<file path="config.mk">
export PLATFORM = sky130hd
export DESIGN_NAME = job_priority_sorter_top
export DESIGN_NICKNAME = d
export VERILOG_FILES = /design/src/rtl/jps_pkg.sv /design/src/rtl/jps_cell.sv /design/src/rtl/job_priority_sorter_top.sv
export SDC_FILE = /design/constraint.sdc
export NUM_CORES = 2
export LEC_CHECK = 0
export ABC_AREA = 1
export BUFFER_PORTS_ARGS = -buffer_cell sky130_fd_sc_hd__clkbuf_2
export CAP_MARGIN = 20
export CORE_ASPECT_RATIO = 1.5
export CORE_MARGIN = 2
export CORE_UTILIZATION = 39
export CTS_CLUSTER_DIAMETER = 60
export DETAILED_ROUTE_END_ITERATION = 6
export PLACE_DENSITY = 0.53
export SYNTH_ARGS = -nofsm -noshare
export SYNTH_HDL_FRONTEND = slang
export SYNTH_HIERARCHICAL = 1
export SYNTH_SLANG_ARGS = --single-unit
</file>
<file path="constraint.sdc">
create_clock -name i_clk -period 9.9 [get_ports i_clk]
set_clock_uncertainty 0.05 [all_clocks]
set_input_delay 1.485 -clock i_clk [delete_from_list [all_inputs] [get_ports i_clk]]
set_output_delay 1.485 -clock i_clk [all_outputs]
set_load 0.01 [all_outputs]
</file>
<file path="src/rtl/jps_pkg.sv">
// Shared types and constants of the job priority sorter.
package jps_pkg;

    localparam int MAX_JOBS = 64;
    localparam int MixW     = 10;
    localparam int PriW     = 7;
    localparam int CountW   = $clog2(MAX_JOBS + 1);

    typedef logic [MixW-1:0]   t_mix;
    typedef logic [PriW-1:0]   t_pri;
    typedef logic [CountW-1:0] t_count;

    typedef struct packed {
        t_mix mix_number;
        t_pri priority_req;
        logic in_use;
        logic last_entry;
    } t_in_item;

    typedef struct packed {
        t_mix sorted_mix;
        t_pri sorted_priority;
        logic last_result;
        logic none_found;
        logic overflowed;
    } t_out_item;

    typedef struct packed {
        t_mix mix;
        t_pri pri;
    } t_job;

    typedef struct packed {
        logic valid;
        t_mix mix;
        t_pri pri;
    } t_cell;

    typedef struct packed {
        logic ins;
        logic shl;
    } t_chain_ctl;

endpackage

</file>
<file path="src/rtl/jps_cell.sv">
// One cell of the sorted insertion chain.
module jps_cell (
    input  logic               i_clk,
    input  logic               i_rst_n,
    input  jps_pkg::t_chain_ctl i_ctl,
    input  jps_pkg::t_job      i_new,
    input  jps_pkg::t_cell     i_prev,
    input  logic               i_prev_before,
    input  jps_pkg::t_cell     i_next,
    output jps_pkg::t_cell     o_cell,
    output logic               o_before
);
    import jps_pkg::*;

    logic r_valid;
    t_mix r_mix;
    t_pri r_pri;
    logic n_valid;
    t_mix n_mix;
    t_pri n_pri;

    // new job is served before this cell's job (empty cells always lose)
    assign o_before = !r_valid || (i_new.pri > r_pri) ||
                      ((i_new.pri == r_pri) && (i_new.mix < r_mix));

    always_comb begin
        n_valid = r_valid;
        n_mix   = r_mix;
        n_pri   = r_pri;
        if (i_ctl.shl) begin
            n_valid = i_next.valid;
            n_mix   = i_next.mix;
            n_pri   = i_next.pri;
        end else if (i_ctl.ins && o_before) begin
            if (i_prev_before) begin
                n_valid = i_prev.valid;
                n_mix   = i_prev.mix;
                n_pri   = i_prev.pri;
            end else begin
                n_valid = 1'b1;
                n_mix   = i_new.mix;
                n_pri   = i_new.pri;
            end
        end
    end

    always_ff @(posedge i_clk) begin
        if (!i_rst_n) begin
            r_valid <= 1'b0;
        end else begin
            r_valid <= n_valid;
        end
    end

    always_ff @(posedge i_clk) begin
        r_mix <= n_mix;
        r_pri <= n_pri;
    end

    assign o_cell = '{valid: r_valid, mix: r_mix, pri: r_pri};

endmodule

</file>
<file path="src/rtl/job_priority_sorter_top.sv">
// Top level of the job priority sorter: insertion chain, drain control, output register.
// Job-table entries are taken one per cycle while input stall is low; each kept entry
// drops into its place in a chain of MAX_JOBS cells in the cycle it is accepted. The
// item flagged last_entry starts a drain: the chain shifts toward cell 0 one cell per
// cycle, so a run with n kept jobs gives n results (one "none" result for an empty
// run), paced by the output stall. Input stall is high from the edge after the last
// entry until the final result of the run has been loaded into the output register;
// the next run may then be collected while that result waits. Jobs arriving with the
// chain full are dropped and every result of that run carries overflowed.
module job_priority_sorter_top (
    input  logic                i_clk,
    input  logic                i_rst_n,
    input  logic                i_cfg_wr_en,
    input  jps_pkg::t_mix       i_cfg_wr_data,
    input  logic                i_in_valid,
    output logic                o_in_stall,
    input  jps_pkg::t_in_item   i_in,
    output logic                o_out_valid,
    input  logic                i_out_stall,
    output jps_pkg::t_out_item  o_out
);
    import jps_pkg::*;

    t_mix       r_first_assignable;
    t_count     r_count;
    logic       r_ovf;
    logic       r_draining;
    logic       r_out_valid;
    t_out_item  r_out;

    t_cell      w_cell [MAX_JOBS];
    logic       w_before [MAX_JOBS];
    t_chain_ctl w_ctl;
    t_job       w_new;
    logic       w_acc;
    logic       w_kept;
    logic       w_full;
    logic       w_load;
    logic       w_empty;

    assign w_acc   = i_in_valid && !r_draining;
    assign w_kept  = i_in.in_use && (i_in.mix_number >= r_first_assignable);
    assign w_full  = (r_count == t_count'(MAX_JOBS));
    assign w_load  = r_draining && (!r_out_valid || !i_out_stall);
    assign w_empty = (r_count == '0);

    assign w_ctl.ins = w_acc && w_kept && !w_full;
    assign w_ctl.shl = w_load;
    assign w_new     = '{mix: i_in.mix_number, pri: i_in.priority_req};

    for (genvar g = 0; g < MAX_JOBS; g++) begin : g_chain
        t_cell w_prev;
        t_cell w_next;
        logic  w_prev_before;
        if (g == 0) begin : g_head
            assign w_prev        = '0;
            assign w_prev_before = 1'b0;
        end else begin : g_mid
            assign w_prev        = w_cell[g-1];
            assign w_prev_before = w_before[g-1];
        end
        if (g == MAX_JOBS - 1) begin : g_tail
            assign w_next = '0;
        end else begin : g_body
            assign w_next = w_cell[g+1];
        end
        jps_cell u_cell (
            .i_clk         (i_clk),
            .i_rst_n       (i_rst_n),
            .i_ctl         (w_ctl),
            .i_new         (w_new),
            .i_prev        (w_prev),
            .i_prev_before (w_prev_before),
            .i_next        (w_next),
            .o_cell        (w_cell[g]),
            .o_before      (w_before[g])
        );
    end

    always_ff @(posedge i_clk) begin
        if (!i_rst_n) begin
            r_first_assignable <= t_mix'(1);
            r_count            <= '0;
            r_ovf              <= 1'b0;
            r_draining         <= 1'b0;
            r_out_valid        <= 1'b0;
        end else begin
            if (i_cfg_wr_en) begin
                r_first_assignable <= i_cfg_wr_data;
            end
            if (w_acc) begin
                if (w_ctl.ins) begin
                    r_count <= r_count + t_count'(1);
                end
                if (w_kept && w_full) begin
                    r_ovf <= 1'b1;
                end
                if (i_in.last_entry) begin
                    r_draining <= 1'b1;
                end
            end
            if (w_load) begin
                r_out_valid <= 1'b1;
                if (w_empty || (r_count == t_count'(1))) begin
                    r_draining <= 1'b0;
                    r_ovf      <= 1'b0;
                end
                if (!w_empty) begin
                    r_count <= r_count - t_count'(1);
                end
            end else if (!i_out_stall) begin
                r_out_valid <= 1'b0;
            end
        end
    end

    always_ff @(posedge i_clk) begin
        if (w_load) begin
            r_out.sorted_mix      <= w_empty ? '0 : w_cell[0].mix;
            r_out.sorted_priority <= w_empty ? '0 : w_cell[0].pri;
            r_out.last_result     <= w_empty || (r_count == t_count'(1));
            r_out.none_found      <= w_empty;
            r_out.overflowed      <= r_ovf;
        end
    end

    assign o_in_stall  = r_draining;
    assign o_out_valid = r_out_valid;
    assign o_out       = r_out;

endmodule

</file>
Word level (Yosys, flattened, before mapping)

Cells that the tools add are included.
W data, S select, Z words.

Register bits: 1192
Latch bits: 0
Memory bits (writable): 0
ROM bits: 0
Output and inout bits: 22
Logic and storage cells: 1379
Memories: 0

Add/subtract/negate cells: 2
Multiply operators: 0
Divide/modulo/power cells: 0
Magnitude comparators: 129
Eq/ne operators: 67
Shift operators: 0
Mux-type cells: 581
Bitwise gates (word level): 1
Reductions and logical operators: 397

Operator list:

| cell                  | number |
|---|---|
| $mux W10              | 189 |
| $mux W7               | 193 |
| $lt A10 B10 Y1        | 64 |
| $eq A7 B7 Y1          | 64 |
| $gt A7 B7 Y1          | 64 |
| $mux W1               | 199 |
| $logic_and A1 B1 Y1   | 134 |
| $logic_or A1 B1 Y1    | 130 |
| $reduce_bool A2 Y1    | 63 |
| $logic_not A1 Y1      | 68 |
| $ge A10 B10 Y1        | 1 |
| $add A7 B1 Y7 const B | 1 |
| $eq A7 B1 Y1 const B  | 1 |
| $eq A7 B7 Y1 const B  | 1 |
| $logic_not A7 Y1      | 1 |
| $sub A7 B1 Y7 const B | 1 |
| $ne A2 B1 Y1 const B  | 1 |
| $reduce_or A2 Y1      | 1 |
| $not A1 Y1            | 1 |

Depth between registers and ports, before layout

Depth after elaboration: 8
Mapped depth: 15

Cells and area by module

The synthesis kept the hierarchy.

By module, submodules not included:

| module                             | times used | cells an instance | area each (um^2) | sequential area each (um^2) |
|---|---|---|---|---|
| jps_cell at g_chain[0].u_cell ...  | 53         | 185               | 1412.6           | 530.5 |
| jps_cell at g_chain[58].u_cell ... | 11         | 187               | 1411.4           | 530.5 |
| job_priority_sorter_top            | 1          | 242               | 2077.0           | 1001.0 |

Least setup slack after synthesis

OpenSTA, ideal clock, no wires.

Path type: input -> register
From: in i_out_stall
To: reg g_chain[0].u_cell.r_mix[0], enable pin
Arrival: 6183 ps
Data required time: 9496 ps
Slack: 3314 ps
Cell stages on the path: 5
Buffers on the path: 0
Cells stage by stage: nand2_1 nand2_1 inv_1 inv_2 nand2_2

RTL lines:

| element              | RTL line                      | text |
|---|---|---|
| start, declared      | job_priority_sorter_top.sv:19 | `input logic i_out_stall,` |
| end signal, assigned | jps_cell.sv:56                | `r_mix <= n_mix;` |
| end, declared        | jps_cell.sv:16                | `t_mix r_mix;` |

Worst setup path after layout

From: in i_in[18] (netlist bit)
To: reg g_chain[52].u_cell.r_valid

Word-level cells in the longest chain between the ends: 6
Elaborated cells on any way between the ends: 15
Those cells by class: 3 x order compare; 3 x mux; 9 x reduce/logical

RTL lines:

| element                       | RTL line                      | text |
|---|---|---|
| start, declared               | job_priority_sorter_top.sv:17 | `input jps_pkg::t_in_item i_in,` |
| $lt A10 B10 Y1                | jps_cell.sv:24                | `((i_new.pri == r_pri) && (i_new.mix < r_mix));` |
| $logic_and A1 B1 Y1           | jps_cell.sv:24                |  |
| $logic_or A1 B1 Y1            | jps_cell.sv:23                | `assign o_before = !r_valid \|\| (i_new.pri > r_pri) \|\|` |
| via g_chain[52].w_prev_before | job_priority_sorter_top.sv:54 | `logic w_prev_before;` |
| $mux W1                       | jps_cell.sv:35                | `if (i_prev_before) begin` |
| $mux W1                       | jps_cell.sv:34                | `end else if (i_ctl.ins && o_before) begin` |
| $mux W1                       | jps_cell.sv:30                | `if (i_ctl.shl) begin` |
| end signal, assigned          | jps_cell.sv:51                | `r_valid <= n_valid;` |
| end, declared                 | jps_cell.sv:15                | `logic r_valid;` |

The timed path passes the listed nets, and every way through them passes these cells. The select of a mux whose other input is x is not followed.
A chain may end at the register's enable or synchronous reset.

==> results.json <==
{
  "setup.worst_path.start_class": "input pin",
  "drive_gt1_share_pct": 9.68,
  "max_cap_viol_count": 0,
  "area_growth_syn_to_layout_pct": 8.02,
  "sequentialPowerShare_pct": 41.6,
  "fin_tns_setup_ps": 0,
  "p_leak_nw": 45.0,
  "coreArea_um2": 235000,
  "drt-initial-drc-count": 6416,
  "rsz0062_at_grt": "no",
  "io-pin-count": 56,
  "crit_fanout": 45,
  "final_common_cell": "nand2_1",
  "num_vias": 81100,
  "grt_pass1_vias": 80600,
  "hold_path_startpoint": "r_ovf",
  "rows": 218,
  "synth-edff-count": 1108,
  "synth.distinct_cells": 37,
  "route.detailed.drc": 0,
  "async_flop_share_pct": 0,
  "grt_util_all_layers_pct": 25.4,
  "path_cells": "buf_6, buf_4, buf_4, ha_1, nand2_1, inv_1, nand2_1, nand2_1, nor2_2, nand3_2, nand3_2, inv_2, nor2_1, nor2_1, a21oi_1, a21oi_2",
  "crit_type": "input pin to register",
  "swShare_pct": 36.5,
  "period_minus_slack_ps": 4420,
  "die_x_um": 402,
  "post_drt_wl_per_cell_um": 20.8,
  "synthCells": 12100,
  "ir_drop_uv": 118,
  "p_comb_share_pct": 27.9,
  "ctsRootBufferMaster": "clkbuf_16",
  "grt_start_max_net_pins": 149,
  "worst_path_most_repeated_cell": "nand2_1",
  "dpl.cell_count": 14900,
  "via_per_inst": 5.35,
  "synth_area_um2": 92500,
  "gp_congestion": 0.911,
  "slowest_stage": "buf_4",
  "die_area_um2": 241000,
  "relSlewSlack_pct": 26.1,
  "r2r-start": "r_first_assignable[9]",
  "yosys_warnings": 6,
  "stdcell_count": 15200,
  "fmaxAchievable_mhz": 226,
  "power_density_nw_per_um2": 181,
  "dr.pass1.iters": 6,
  "p_switching_mw": 6.59,
  "htreeDepth": 4,
  "ctsResizeCount": 0,
  "status": "finished, final reports clean",
  "ant_nets": 0,
  "fp.dieH_um": 600,
  "routed_wl_mm": 315,
  "seq_area_frac_synth_pct": 37.8,
  "syn_area_per_cell_um2": 7.64,
  "fill_cells": 23800,
  "hold_slack_ps": 385,
  "postCtsSetupRepairBufs": 0,
  "hpwl_mm": 224,
  "mostFrequentLayoutCells": "nand2_1, a21oi_1, inv_1",
  "overflow": 0,
  "p_int_mw": 11.5,
  "hold_path_class": "register to register",
  "final_nets": 13000,
  "cts_made_buffers": 152,
  "fin_crit_sh_pct": 44.6,
  "rrSetupSlack_ps": 5890,
  "grt_pass1_wl_mm": 480,
  "max_stage_delay_ps": 680,
  "crit_arrival_ps": 5030,
  "crit_start": "i_in[18]",
  "antenna_found_initial": 3,
  "crit_required_ps": 10510,
  "postCtsHoldBufs": 0,
  "cts_tree": "yes",
  "tightest_slew_ps": 1110,
  "cp-end-kind": "register",
  "initial_core_util_pct": 39.3,
  "clkSlewWorstSetupHoldPaths_ps": 60,
  "final_max_slew_viol_count": 0,
  "finalHoldViolCount": 0,
  "clock_latency_ps": 840,
  "synth_seq_cells": 1192,
  "p_clk_share_pct": 30.5,
  "numClockSinks": 1192,
  "place.port_buffers": 55,
  "setup_viol": 0,
  "finalPower_mw": 18.1,
  "clk_path_buf_depth": 4,
  "synth_flop_cell": "edfxtp_1"
}
==> registers in the layout, summed over array words and instances (netlist names) <==
signal                  flops
o_in_stall                  1
g_chain.u_cell/r_pri      448
o_out                      20
g_chain.u_cell/r_valid     64
g_chain.u_cell/r_mix      640
o_out_valid                 1
r_count                     7
r_ovf                       1
r_first_assignable         10
==> final timing paths <==
| kind | endpoint | depth (start not counted) |
|---|---|---|
| worst max-delay path | g_chain[52].u_cell/r_valid | 16 |
| worst min-delay path | o_out[0] | 0 |
| worst max register to register | g_chain[24].u_cell/r_pri[1] | 11 |
| worst min register to register | o_out[0] | 0 |
==> metal layers <==
| layer | GRT usage [%] | wire length (um) | vias up |
|---|---|---|---|
| li1 | - | - | 39200 |
| met1 | 29.3 | 121000 | 38300 |
| met2 | 45.9 | 159000 | 2682 |
| met3 | 2.84 | 16300 | 838 |
| met4 | 13.3 | 18200 | 0 |
| met5 | 0 | 0 | - |
==> cells in the mapped netlist, types with 2 or more instances <==
library cell | count | share of area, %
a21oi_1 | 2450 | 13
buf_4 | 65 | 0.53
nand3b_1 | 64 | 0.52
dfxtp_1 | 84 | 1.8
edfxtp_1 | 1108 | 36
or3_1 | 53 | 0.36
buf_1 | 64 | 0.26
nor2_2 | 159 | 1.1
nand2_4 | 4 | 0.049
a21o_1 | 54 | 0.44
o21ai_0 | 11 | 0.060
nand2_1 | 2781 | 11
inv_2 | 133 | 0.54
nor2_4 | 65 | 0.79
inv_4 | 11 | 0.074
nand2_2 | 205 | 1.4
clkbuf_1 | 13 | 0.053
clkinv_1 | 53 | 0.22
nand4_1 | 17 | 0.12
nand3_2 | 171 | 1.9
xnor2_1 | 2 | 0.019
xor2_1 | 3 | 0.028
nor2_1 | 1380 | 5.6
ha_1 | 1037 | 14
buf_2 | 309 | 1.7
nand3_1 | 86 | 0.47
a21oi_2 | 87 | 0.82
inv_1 | 1626 | 6.6
==> cell type report <==
class                   instances  area (um^2)  area share, %
repair buffers                119         1020           1.02
diodes                          3         7.51        0.00752
well taps                    3080         3850           3.86
flip-flops and latches       1192        35000           35.0
clock buffers                 189         4060           4.06
multi-input cells            8673        48400           48.5
clock inverters                74          664          0.665
inverters                    1823         6880           6.89
==> critical path, delay by kind of cell <==
kind | cells | cell delay [ps]
fa+ha+maj | 1 | 360
buf+inv | 5 | 1840
simple gates | 8 | 920
compound gates | 2 | 260
==> power groups by stage <==
stage | Sequential (mW) | Clock, mW | Combinational (mW)
final | 7.51 | 5.52 | 5.04
after global routing | 7.57 | 5.80 | 5.74
after CTS | 7.50 | 5.63 | 5.02
after detailed placement | 7.61 | 0 | 5.00
after global placement | 7.60 | 0 | 4.81
after floorplan | 7.06 | 0 | 3.82
==> metrics by stage <==
| step | utilization, % | cell area (um^2) | setup WS [ps] |
|---|---|---|---|
| 2_1_floorplan | - | 92600 | 3310 |
| 3_3_place_gp | 40.4 | 95200 | 4710 |
| 3_5_place_dp | 40.4 | 95200 | 4740 |
| 4_1_cts | 42.4 | 99900 | 5580 |
| 5_1_grt | 42.4 | 99900 | 5300 |
| 6_report | 42.4 | 99900 | 5480 |
==> cells by family (layout without fill, tap and decap cells) <==
kind of cell	after synthesis	count (layout)	share of synthesized area (%)
AOI/OAI and AO/OA	2605	2605	14.6
xor gates and xnor gates	5	5	0.0474
adders and majority gates	1037	1037	14.0
buffers and inverters	2275	2205	9.95
DFF	1192	1192	37.8
other	1	40	0.00406
and+or+nand+nor	4989	4989	23.6
No activity file was read; power rests on OpenSTA's default activity.
